===== config.mk =====
export PLATFORM = sky130hd
export DESIGN_NAME = prew_grad
export DESIGN_NICKNAME = d
export VERILOG_FILES = /design/src/hdl/prew_pkg.sv /design/src/hdl/prew_grad.sv
export SDC_FILE = /design/constraint.sdc
export NUM_CORES = 1
export LEC_CHECK = 0
export BUFFER_PORTS_ARGS = -buffer_cell sky130_fd_sc_hd__buf_2
export CAP_MARGIN = 20
export CORE_UTILIZATION = 61
export DETAILED_ROUTE_END_ITERATION = 6
export PLACE_DENSITY = 0.95
export REMOVE_ABC_BUFFERS = 1
export SYNTH_ARGS = -nofsm -noshare
export SYNTH_HDL_FRONTEND = slang
export SYNTH_SLANG_ARGS = --single-unit
export TNS_END_PERCENT = 100

===== constraint.sdc =====
create_clock -name i_clk -period 7.55 [get_ports i_clk]
set_input_delay 1.51 -clock i_clk [delete_from_list [all_inputs] [get_ports i_clk]]
set_output_delay 1.51 -clock i_clk [all_outputs]
set_load 0.05 [all_outputs]

===== src/hdl/prew_pkg.sv =====
package prew_pkg;

    localparam int MAX_WIDTH  = 2048;
    localparam int MAX_HEIGHT = 2048;
    localparam int PIXEL_BITS = 8;

    // Column counters index the line stores; size values reach the maximum itself.
    localparam int COL_BITS  = $clog2(MAX_WIDTH);
    localparam int W_BITS    = $clog2(MAX_WIDTH + 1);
    localparam int OROW_BITS = $clog2(MAX_HEIGHT);
    localparam int H_BITS    = $clog2(MAX_HEIGHT + 1);
    localparam int IROW_BITS = H_BITS;

    // Gradient arithmetic
    localparam int SUM_BITS  = PIXEL_BITS + 2;
    localparam int GRAD_BITS = SUM_BITS + 1;
    localparam int MAG_BITS  = SUM_BITS + 1;

    // Configuration port
    localparam int CFG_IDX_BITS  = 2;
    localparam int CFG_DATA_BITS = 12;
    localparam int THR_BITS      = 8;

    localparam logic [THR_BITS-1:0]      RST_THRESHOLD = THR_BITS'(0);
    localparam logic [CFG_DATA_BITS-1:0] RST_WIDTH     = CFG_DATA_BITS'(640);
    localparam logic [CFG_DATA_BITS-1:0] RST_HEIGHT    = CFG_DATA_BITS'(480);

    typedef enum logic [CFG_IDX_BITS-1:0] {
        CFG_THRESHOLD = 2'd0,
        CFG_WIDTH     = 2'd1,
        CFG_HEIGHT    = 2'd2
    } t_cfg_idx;

    typedef struct packed {
        logic                  mode;
        logic [PIXEL_BITS-1:0] pixel;
    } t_in_word;

    typedef struct packed {
        logic [MAG_BITS-1:0] magnitude;
        logic                edge_res;
        logic                last_of_frame;
    } t_out_word;

    // Position of the pixel a word completes, relative to the image border
    typedef struct packed {
        logic has_out;
        logic no_top;
        logic no_bottom;
        logic no_left;
        logic no_right;
        logic last;
    } t_pos_flags;

    // Window entry r*3+c holds row r (top first), column c (left first)
    typedef logic [8:0][PIXEL_BITS-1:0] t_window;

endpackage


===== src/hdl/prew_grad.sv =====
module prew_grad
    import prew_pkg::*;
(
    input  logic                i_clk,
    input  logic                i_rst_n,
    input  logic                i_valid,
    output logic                o_ready,
    input  t_window             i_window,
    input  t_pos_flags          i_flags,
    input  logic [THR_BITS-1:0] i_threshold,
    output logic                o_out_valid,
    input  logic                i_out_ready,
    output t_out_word           o_out_data
);

    logic                        r_s3_valid;
    logic signed [GRAD_BITS-1:0] r_gx;
    logic signed [GRAD_BITS-1:0] r_gy;
    logic                        r_last;
    logic                        r_out_valid;
    t_out_word                   r_out_data;

    logic                        rdy_out;
    logic                        rdy3;
    logic                        s3_adv;
    logic                        s2_adv;
    t_window                     v;
    logic [SUM_BITS-1:0]         sum_left, sum_right, sum_top, sum_bottom;
    logic signed [GRAD_BITS-1:0] gx, gy;
    logic [SUM_BITS-1:0]         abs_x, abs_y;
    logic [MAG_BITS-1:0]         mag;

    assign rdy_out = !r_out_valid || i_out_ready;
    assign rdy3    = !r_s3_valid || rdy_out;
    assign s3_adv  = r_s3_valid && rdy_out;
    assign s2_adv  = i_valid && rdy3;
    assign o_ready = rdy3;

    // Zero the taps that fall outside the image
    always_comb begin
        for (int k = 0; k < 9; k++) begin
            if (((k / 3) == 0 && i_flags.no_top) || ((k / 3) == 2 && i_flags.no_bottom) ||
                ((k % 3) == 0 && i_flags.no_left) || ((k % 3) == 2 && i_flags.no_right)) begin
                v[k] = '0;
            end else begin
                v[k] = i_window[k];
            end
        end
        sum_left   = SUM_BITS'(v[0]) + SUM_BITS'(v[3]) + SUM_BITS'(v[6]);
        sum_right  = SUM_BITS'(v[2]) + SUM_BITS'(v[5]) + SUM_BITS'(v[8]);
        sum_top    = SUM_BITS'(v[0]) + SUM_BITS'(v[1]) + SUM_BITS'(v[2]);
        sum_bottom = SUM_BITS'(v[6]) + SUM_BITS'(v[7]) + SUM_BITS'(v[8]);
        gx = $signed(GRAD_BITS'(sum_right)) - $signed(GRAD_BITS'(sum_left));
        gy = $signed(GRAD_BITS'(sum_bottom)) - $signed(GRAD_BITS'(sum_top));
    end

    always_ff @(posedge i_clk) begin
        if (!i_rst_n) begin
            r_s3_valid <= 1'b0;
        end else if (s2_adv) begin
            r_s3_valid <= 1'b1;
        end else if (s3_adv) begin
            r_s3_valid <= 1'b0;
        end
    end

    always_ff @(posedge i_clk) begin
        if (s2_adv) begin
            r_gx   <= gx;
            r_gy   <= gy;
            r_last <= i_flags.last;
        end
    end

    always_comb begin
        abs_x = r_gx[GRAD_BITS-1] ? SUM_BITS'(-r_gx) : SUM_BITS'(r_gx);
        abs_y = r_gy[GRAD_BITS-1] ? SUM_BITS'(-r_gy) : SUM_BITS'(r_gy);
        mag   = MAG_BITS'(abs_x) + MAG_BITS'(abs_y);
    end

    always_ff @(posedge i_clk) begin
        if (!i_rst_n) begin
            r_out_valid <= 1'b0;
        end else if (s3_adv) begin
            r_out_valid <= 1'b1;
        end else if (i_out_ready) begin
            r_out_valid <= 1'b0;
        end
    end

    always_ff @(posedge i_clk) begin
        if (s3_adv) begin
            r_out_data.magnitude     <= mag;
            r_out_data.edge_res      <= mag >= MAG_BITS'(i_threshold);
            r_out_data.last_of_frame <= r_last;
        end
    end

    assign o_out_valid = r_out_valid;
    assign o_out_data  = r_out_data;

endmodule


==> summary.txt <==
Setup path
  – CP endpoint kind: flop
  – Startpoint types: input pin
  – Critical Path AT: a little under 6000 ps
  – CP max FO: 10
  – CP Class: input pin to flop
  – Req. time, crit path: between 7000 and 8000 ps

Clocking
  – CTS H-tree depth: 2
  – CTS Buffer Depth: 2
  – Hold_buf cts: 0
  – Worst skew pair latency: ~300 ps
  – Clock root cell: clkbuf_8
  – Setup bufs post-CTS: 0
  – Total CTS buffers: 5
  – CTS tree: yes
  – CTS Sinks: 38
  – Clock slew seen by the registers of the worst setup and hold paths: 70 ps
  – CTS-repair resized insts: 0

Pwr
  – PwrDens: approximately 440 nW/um^2
  – Total power: about 2.5 mW
  – Pleak: roughly 2.8 nW
  – VDD IR-drop max: 0.242 mV

Die
  – Core region area: between 7000 and 8000 um^2
  – Boundary Pins: roughly 110
  – Initial core utilization: 63.2%
  – Row Count: 32
  – Die Wd: ~90 um
  – Die Y: ~90 um
  – Die area: between 8000 and 9000 um^2

Layout
  – Final #Nets: approximately 810
  – Non-Filler Instances: slightly above 700
  – N_diodes: 0
  – Most frequent cells in the layout: inv_1 (124), buf_2 (95), fa_1 (65), nand2_1 (51), ha_1 (42)
  – Layout Utilization: 72.0%
  – Most common cell after layout, fill and taps aside: inv_1
  – Layout cells sized above 1: around 18%
  – Layout area overhead: 13.9%

Detailed routing
  – Via density: approximately 5.4
  – Post-route antenna net violation count: 0
  – Vias post-DR: between 3000 and 4000
  – Routed wire length: ~11000 um
  – Routed wire length per instance: roughly 16 um
  – First drt pass iteration count: 5
  – Number of DRC markers in iteration 0: between 100 and 150
  – DRC: 0

Logic synthesis
  – Synthesized area per cell: around 9.6 um^2
  – Part of the Yosys area used for sequential elements: 22.9%
  – Syn Std Cell Area: slightly below 5000 um^2
  – Synth cell types: 39
  – Yosys Warn Count: 0
  – Synth Register Bits: 38
  – Post-synthesis cell count: about 500

STA
  – Final worst slack: between 1500 and 2000 ps
  – Unrepaired setup endpoints after global routing: false
  – Setup TNS: 0 ps
  – Clk_skew: ~12 ps
  – Final period util: between 70% and 80%
  – Final hold violations: 0
  – Fmax: roughly 170 MHz
  – Setup Viol. Count Final: 0
  – Worst Tran Pin Value: 987 ps
  – Worst slew margin: about a third
  – Clock period minus worst slack: 5790 ps
  – Max Slew Vio Count: 0

Flow run
  – Max cap viols: 0

Run status
  – Status: finished, final reports clean

Global route
  – Total GRT Usage: between 20% and 30%
  – Busiest grt layer: met2
  – Vias in the first global route: ~4100
  – Met2 usage: between 50% and 60%
  – Largest net degree at the start of global routing: 24
  – Total gr overflow: 0
  – GR Util met1: a little under a third
  – First-pass GRT wire length: 18200 um
  – Antenna violations before repair: 0
  – GRT met3 Usage: under 10%

Placed design
  – Port buffer count: 95
  – Placement Setup Slack: between 1500 and 2000 ps
  – DP Wirelength: 9340 um
  – Placed cells: between 700 and 800
  – RePlAce Congestion: about 0.94

Worst hold path
  – HP Class: flop to flop
[flip-flops by register name, indices dropped and copies added (netlist names)]
signal / cells
r_gy: 11
r_gx: 11
r_s3_valid: 1
o_out_valid: 1
r_last: 1
o_out_data: 13
[logic make-up after synthesis]
kind of cell / count (synthesis) / share of synthesized area, %
and+or+nand+nor: 140 / 14.8
buffers and inverters: 130 / 10.1
adders and majority gates: 107 / 37.4
AOI/OAI and AO/OA: 58 / 8.02
DFF: 38 / 22.9
xor gates and xnor gates: 37 / 6.63
muxes: 1 / 0.205
[synth_stat cells, drive strengths merged]
| cell type | instances | area share (%) |
|---|---|---|
| o31ai | 7 | 1.1 |
| a21oi | 13 | 1.3 |
| buf | 1 | 0.15 |
| nand4 | 3 | 0.38 |
| o21ai | 10 | 1.0 |
| a31oi | 2 | 0.26 |
| xnor2 | 31 | 5.6 |
| clkbuf | 5 | 0.38 |
| o41ai | 3 | 0.69 |
| nor2 | 16 | 1.2 |
| a211oi | 1 | 0.15 |
| xor2 | 6 | 1.1 |
| inv | 124 | 9.5 |
| and3 | 1 | 0.13 |
| edfxtp | 36 | 22 |
| o21a | 5 | 0.77 |
| a2111oi | 2 | 0.36 |
| dfxtp | 2 | 0.82 |
| and2 | 11 | 1.4 |
| fa | 65 | 27 |
| nand2 | 51 | 3.9 |
| or2 | 1 | 0.13 |
| o211ai | 3 | 0.46 |
| mux2i | 1 | 0.20 |
| ha | 42 | 11 |
| nand4b | 1 | 0.49 |
| nor2b | 18 | 2.3 |
| nand3b | 1 | 0.15 |
| nor3 | 5 | 0.51 |
| or3 | 7 | 1.0 |
| o2111ai | 1 | 0.18 |
| o221ai | 1 | 0.18 |
| a21o | 6 | 0.92 |
| nand2b | 21 | 2.7 |
| o21bai | 4 | 0.61 |
| nand3 | 4 | 0.41 |
[layer usage]
metal | share of wire, % | up-vias
li1 | - | 1809
met1 | 37 | 1809
met2 | 51 | 190
met3 | 5.8 | 53
met4 | 6.1 | 0
met5 | 0 | -
[layout make-up]
cell class	instances	area, um^2
multi-input combinational	343	3270
tap	102	128
inverter	124	465
fill	535	2160
timing repair buffer	96	483
clock inverter	2	12.5
sequential	38	1120
clock buffer	6	82.6
[stage by stage]
stage | hold WS [ps] | instance area, um^2
2_1_floorplan | 400 | 4860
3_3_place_gp | 408 | 5460
3_5_place_dp | 423 | 5460
4_1_cts | 435 | 5560
5_1_grt | 446 | 5570
6_report | 428 | 5570
[final timing paths]
path / from / endpoint / slack [ps] / depth (start not counted)
min: r_last / o_out_data[0] / 430 / 0
max: i_flags[4] / r_gy[9] / 1760 / 17
min reg2reg: r_last / o_out_data[0] / 430 / 0
max reg2reg: r_gx[0] / o_out_data[1] / 3570 / 15
[where the power goes]
group	switching (mW)	total (mW)	leakage, nW	internal, mW
combinational	1.07	1.85	2.35	0.781
sequential	0.0579	0.478	0.361	0.420
clock	0.0724	0.146	0.0472	0.0733
total	1.20	2.47	2.76	1.28
[worst max-delay path: stages]
cell	delay [ps]
buf_2	180
nor2_1	640
nand2_1	250
inv_1	190
ha_1	140
inv_1	50
fa_1	540
inv_1	60
fa_1	550
inv_1	50
ha_1	220
fa_1	430
a21o_1	200
a21oi_1	220
o21ai_0	160
o41ai_1	330
xnor2_1	110
Note: power is estimated with default switching activity, not from simulation.
