`src/hdl/prew_pkg.sv`:
```
package prew_pkg;

    localparam int MAX_WIDTH  = 2048;
    localparam int MAX_HEIGHT = 2048;
    localparam int PIXEL_BITS = 8;

    // Column counters index the line stores; size values reach the maximum itself.
    localparam int COL_BITS  = $clog2(MAX_WIDTH);
    localparam int W_BITS    = $clog2(MAX_WIDTH + 1);
    localparam int OROW_BITS = $clog2(MAX_HEIGHT);
    localparam int H_BITS    = $clog2(MAX_HEIGHT + 1);
    localparam int IROW_BITS = H_BITS;

    // Gradient arithmetic
    localparam int SUM_BITS  = PIXEL_BITS + 2;
    localparam int GRAD_BITS = SUM_BITS + 1;
    localparam int MAG_BITS  = SUM_BITS + 1;

    // Configuration port
    localparam int CFG_IDX_BITS  = 2;
    localparam int CFG_DATA_BITS = 12;
    localparam int THR_BITS      = 8;

    localparam logic [THR_BITS-1:0]      RST_THRESHOLD = THR_BITS'(0);
    localparam logic [CFG_DATA_BITS-1:0] RST_WIDTH     = CFG_DATA_BITS'(640);
    localparam logic [CFG_DATA_BITS-1:0] RST_HEIGHT    = CFG_DATA_BITS'(480);

    typedef enum logic [CFG_IDX_BITS-1:0] {
        CFG_THRESHOLD = 2'd0,
        CFG_WIDTH     = 2'd1,
        CFG_HEIGHT    = 2'd2
    } t_cfg_idx;

    typedef struct packed {
        logic                  mode;
        logic [PIXEL_BITS-1:0] pixel;
    } t_in_word;

    typedef struct packed {
        logic [MAG_BITS-1:0] magnitude;
        logic                edge_res;
        logic                last_of_frame;
    } t_out_word;

    // Position of the pixel a word completes, relative to the image border
    typedef struct packed {
        logic has_out;
        logic no_top;
        logic no_bottom;
        logic no_left;
        logic no_right;
        logic last;
    } t_pos_flags;

    // Window entry r*3+c holds row r (top first), column c (left first)
    typedef logic [8:0][PIXEL_BITS-1:0] t_window;

endpackage

```
`src/hdl/prew_scan.sv`:
```
module prew_scan
    import prew_pkg::*;
(
    input  logic                     i_clk,
    input  logic                     i_rst_n,
    input  logic                     i_cfg_wr_en,
    input  logic [CFG_IDX_BITS-1:0]  i_cfg_index,
    input  logic [CFG_DATA_BITS-1:0] i_cfg_wdata,
    input  logic                     i_adv,
    output logic [COL_BITS-1:0]      o_idx,
    output t_pos_flags               o_flags,
    output logic [THR_BITS-1:0]      o_threshold
);

    logic [THR_BITS-1:0]      r_threshold;
    logic [CFG_DATA_BITS-1:0] r_width;
    logic [CFG_DATA_BITS-1:0] r_height;

    logic [COL_BITS-1:0]  r_in_col,  n_in_col;
    logic [IROW_BITS-1:0] r_in_row,  n_in_row;
    logic [COL_BITS-1:0]  r_out_col, n_out_col;
    logic [OROW_BITS-1:0] r_out_row, n_out_row;

    logic [W_BITS-1:0] w_eff;
    logic [H_BITS-1:0] h_eff;
    logic              col_wrap;
    t_pos_flags        flags;

    always_ff @(posedge i_clk) begin
        if (!i_rst_n) begin
            r_threshold <= RST_THRESHOLD;
            r_width     <= RST_WIDTH;
            r_height    <= RST_HEIGHT;
        end else if (i_cfg_wr_en) begin
            case (t_cfg_idx'(i_cfg_index))
                CFG_THRESHOLD: r_threshold <= i_cfg_wdata[THR_BITS-1:0];
                CFG_WIDTH:     r_width     <= i_cfg_wdata;
                CFG_HEIGHT:    r_height    <= i_cfg_wdata;
                default: ;
            endcase
        end
    end

    // Zero counts as one, oversize saturates
    always_comb begin
        if (r_width == '0) begin
            w_eff = W_BITS'(1);
        end else if ({1'b0, r_width} > (CFG_DATA_BITS + 1)'(MAX_WIDTH)) begin
            w_eff = W_BITS'(MAX_WIDTH);
        end else begin
            w_eff = W_BITS'(r_width);
        end
        if (r_height == '0) begin
            h_eff = H_BITS'(1);
        end else if ({1'b0, r_height} > (CFG_DATA_BITS + 1)'(MAX_HEIGHT)) begin
            h_eff = H_BITS'(MAX_HEIGHT);
        end else begin
            h_eff = H_BITS'(r_height);
        end
    end

    always_comb begin
        col_wrap = (W_BITS'(r_in_col) + W_BITS'(1)) >= w_eff;

        // A result exists once a row plus one pixel has gone in
        if (r_in_row == '0) begin
            flags.has_out = W_BITS'(r_in_col) > w_eff;
        end else if (r_in_row == IROW_BITS'(1)) begin
            flags.has_out = r_in_col != '0;
        end else begin
            flags.has_out = 1'b1;
        end
        flags.no_top    = r_out_row == '0;
        flags.no_bottom = (H_BITS'(r_out_row) + H_BITS'(1)) >= h_eff;
        flags.no_left   = r_out_col == '0;
        flags.no_right  = (W_BITS'(r_out_col) + W_BITS'(1)) >= w_eff;
        flags.last      = flags.no_bottom && flags.no_right;
    end

    always_comb begin
        n_in_col  = r_in_col;
        n_in_row  = r_in_row;
        n_out_col = r_out_col;
        n_out_row = r_out_row;
        if (col_wrap) begin
            n_in_col = '0;
            n_in_row = r_in_row + IROW_BITS'(1);
        end else begin
            n_in_col = r_in_col + COL_BITS'(1);
        end
        if (flags.has_out) begin
            if (flags.last) begin
                n_in_col  = '0;
                n_in_row  = '0;
                n_out_col = '0;
                n_out_row = '0;
            end else if (flags.no_right) begin
                n_out_col = '0;
                n_out_row = r_out_row + OROW_BITS'(1);
            end else begin
                n_out_col = r_out_col + COL_BITS'(1);
            end
        end
    end

    always_ff @(posedge i_clk) begin
        if (!i_rst_n) begin
            r_in_col  <= '0;
            r_in_row  <= '0;
            r_out_col <= '0;
            r_out_row <= '0;
        end else if (i_adv) begin
            r_in_col  <= n_in_col;
            r_in_row  <= n_in_row;
            r_out_col <= n_out_col;
            r_out_row <= n_out_row;
        end
    end

    assign o_idx       = r_in_col;
    assign o_flags     = flags;
    assign o_threshold = r_threshold;

endmodule

```
`config.mk`:
```
export PLATFORM = sky130hd
export DESIGN_NAME = prew_scan
export DESIGN_NICKNAME = d
export VERILOG_FILES = /design/src/hdl/prew_pkg.sv /design/src/hdl/prew_scan.sv
export SDC_FILE = /design/constraint.sdc
export NUM_CORES = 1
export LEC_CHECK = 0
export BUFFER_PORTS_ARGS = -buffer_cell sky130_fd_sc_hd__buf_4
export CELL_PAD_IN_SITES_DETAIL_PLACEMENT = 0
export CELL_PAD_IN_SITES_GLOBAL_PLACEMENT = 1
export CORE_MARGIN = 5
export CORE_UTILIZATION = 41
export DETAILED_ROUTE_END_ITERATION = 8
export PLACE_DENSITY = 0.85
export SETUP_SLACK_MARGIN = 0.2
export SKIP_LAST_GASP = 1
export SLEW_MARGIN = 20
export SYNTH_ARGS = -nofsm -noshare
export SYNTH_HDL_FRONTEND = slang
export SYNTH_SLANG_ARGS = --single-unit
```
`constraint.sdc`:
```
create_clock -name i_clk -period 3.3 [get_ports i_clk]
set_clock_uncertainty 0.05 [all_clocks]
set_input_delay 0.495 -clock i_clk [delete_from_list [all_inputs] [get_ports i_clk]]
set_output_delay 0.495 -clock i_clk [all_outputs]
set_load 0.05 [all_outputs]
```
==> impl_metrics.tcl <==
set metrics [dict create \
    ys_types 55 \
    postSynthAreaPerCell_um2 8.113 \
    drt_iter0_drc 188 \
    die-area_um2 14040 \
    nets 749 \
    setup_slack_ns -0.3290 \
    synth_warnings 0 \
    cts_tree "done" \
    cts_sinks 77 \
    cts_root_buf "clkbuf_16" \
    yosysSeqAreaShare_pct 31.93 \
    clock_path_buffers 2 \
    hpwl_um 9673 \
    core_area_um2 11470 \
    n_fill_cell 990 \
    ant_nets 0 \
    portBuffers 42 \
    setup_viol 18 \
    grtUsageTotal_pct 18.90 \
    fin_crit_ns 3.629 \
    synth_top_area_share_pct 31.93 \
    status "complete, but fails checks" \
    ioPinCount 43 \
    synth_cells 595 \
    htreeDepth 3 \
    antenna_found_initial 0 \
    final_cell_area_um2 6435 \
    slew_headroom_pct 29.39 \
    startpoint_type "register" \
    setup-tns-final_ns -1.893 \
    grt_max_degree 27 \
    die_x_um 118.5 \
    async_flop_share_pct 0 \
    diodes 0 \
    fp.dieH_um 118.5 \
    placed_area_um2 5583 \
    ys_ff_latch 77 \
    netlist_area_um2 4827 \
    synth_edf_count 0 \
    grt_pass1_vias 4619 \
    violations "negative setup slack" \
    hold_path_class "input pin to register" \
    synth_common_cells "nand2_1, dfxtp_1, ha_1" \
    worstSetupEndpointType "primary output" \
    globalplace.congestion 0.9036 \
    arrival_ns 3.08 \
    final_hold_viol_count 0 \
    first_pass_iters 5 \
    clk_pin_slew_ns 0.07 \
    slew_viol_final 0 \
    p_leak_nw 2.742 \
    finalCritPeriodShare_pct 110.0 \
    synth.most_common_cell "nand2_1" \
    routed_wirelength_um 13640 \
    worstMarginPinSlew_ns 1.058 \
    drc_errors 0 \
    critPathKind "register to primary output" \
    drive_above_1_share_pct 28.59 \
    critical_path.max_fanout 3 \
    cts_buffers 9 \
    peakVddDrop_mv 0.2370 \
    area_growth_pct 33.31 \
    synth_nets 667 \
    drv_cap 0 \
    drt-wirelength-per-cell_um 16.53 \
    finish.utilization_pct 56.12 \
    via_per_inst 5.639 \
    rsz0062_at_grt "true" \
    start_util_pct 42.09 \
    required_ns 2.75 \
    overflow 0 \
    synth_area_leader_cell "dfxtp_1" \
    synthFlopType "dfxtp_1" \
    grt_first_pass_wirelength_um 22110 \
    fp-row-count 39 \
    cts_hold_buf 0 \
    vias 4652 \
    p_per_area_nw_per_um2 354.3 \
    clock_latency_ns 0.34 \
    synth.area.top_cells "dfxtp_1, ha_1, nand2_1" \
    fmax_mhz 275.6 \
]
[placed cells by master, fill, tap and decap left out, drive strengths merged, types with 2 or more instances in the layout]
cell type / Yosys / routed
o31ai: 3 / 3
clkbuf: 15 / 11
nand2b: 4 / 4
inv: 16 / 19
xor2: 27 / 27
ha: 54 / 54
a21oi: 44 / 44
a21o: 6 / 6
nand3: 29 / 29
buf: 5 / 91
nor2: 48 / 48
nor4: 13 / 13
o21a: 3 / 3
a211oi: 3 / 3
a32o: 9 / 9
nand2: 105 / 105
and4: 3 / 3
xnor2: 14 / 14
nor3b: 5 / 5
a31oi: 6 / 6
and3b: 2 / 2
dfxtp: 77 / 77
or3: 3 / 3
nor3: 5 / 5
nor4b: 2 / 2
and3: 22 / 22
o211ai: 3 / 3
nor2b: 2 / 2
mux2i: 9 / 9
nand3b: 7 / 7
nand4: 12 / 12
and2: 5 / 5
maj3: 2 / 2
a2111oi: 2 / 2
o21ai: 20 / 20
[area by class of cell]
cell class	count	area [um^2]	share of cell area, %
clock inverter	5	61.31	0.9528
clock buffer	11	264.0	4.103
inverter	17	71.32	1.108
sequential	77	1573	24.44
multi-input combinational	481	3547	55.12
tap	143	178.9	2.780
timing repair buffer	91	739.5	11.49
[power breakdown]
group | internal, W | total (W) | switching [W]
registers | 0.000942 | 0.000959 | 0.0000171
logic | 0.0000957 | 0.000239 | 0.000143
clock network | 0.000659 | 0.00108 | 0.000423
total | 0.00170 | 0.00228 | 0.000583
[metal layers]
layer / vias up / wire length (um) / global-route usage [%]
li1: 2294 / - / -
met1: 2162 / 6211 / 24.51
met2: 161 / 6266 / 30.38
met3: 35 / 743 / 3.534
met4: 0 / 418 / 8.930
met5: - / 0 / 0
[worst paths after layout]
check / cells past startpoint / start / to / slack, ns
min reg2reg: 2 / r_height[0] / r_height[0] / 0.41
max reg2reg: 16 / r_out_row[1] / o_idx[9] / -0.15
max: 12 / r_out_row[1] / o_flags[3] / -0.33
min: 3 / i_cfg_wdata[8] / r_height[8] / 0.33
[metrics by stage]
step / hold slack [ns] / std cells / worst slack, ns / power (W)
2_1_floorplan: 0.3858 / 595 / 0.1299 / 0.001119
3_3_place_gp: 0.4038 / 792 / 0.005996 / 0.001195
3_5_place_dp: 0.4036 / 792 / -0.08107 / 0.001200
4_1_cts: 0.3240 / 819 / -0.2675 / 0.002289
5_1_grt: 0.3480 / 825 / -0.4404 / 0.002366
6_report: 0.3281 / 825 / -0.3290 / 0.002280
[flip-flops by register name (all words and copies together) (netlist names)]
signal,flops
r_height,12
r_out_col,11
r_width,12
r_out_row,11
o_threshold,8
r_in_row,12
o_idx,11
[repair_timing]
action                                  CTS  global route
pin swaps                                20            20
endpoints found under the setup margin   41            49
resized for setup                        52            45
setup buffers                            10             6
cloned                                    1             0
[worst max-delay path, cell delays in order (launching register included)]
cell and delay (ns):
dfxtp_4 0.36, ha_4 0.16, and3_4 0.18, and3_4 0.18, and3_4 0.19, xor2_1 0.17
ha_1 0.22, or4_4 0.56, a2111oi_4 0.22, o31ai_2 0.12, nand2_2 0.15, clkinv_4 0.07
buf_6 0.15
[logic make-up (layout without fill, tap and decap cells)]
logic type | count (synthesis) | count (layout) | synth area share, %
and+or+nand+nor | 270 | 270 | 27.37
AOI/OAI and AO/OA | 105 | 105 | 13.89
DFF | 77 | 77 | 31.93
adders and majority gates | 56 | 56 | 14.44
xor gates and xnor gates | 41 | 41 | 7.439
buffers and inverters | 37 | 124 | 3.058
muxes | 9 | 9 | 1.866
Note: power is estimated with default switching activity, not from simulation.
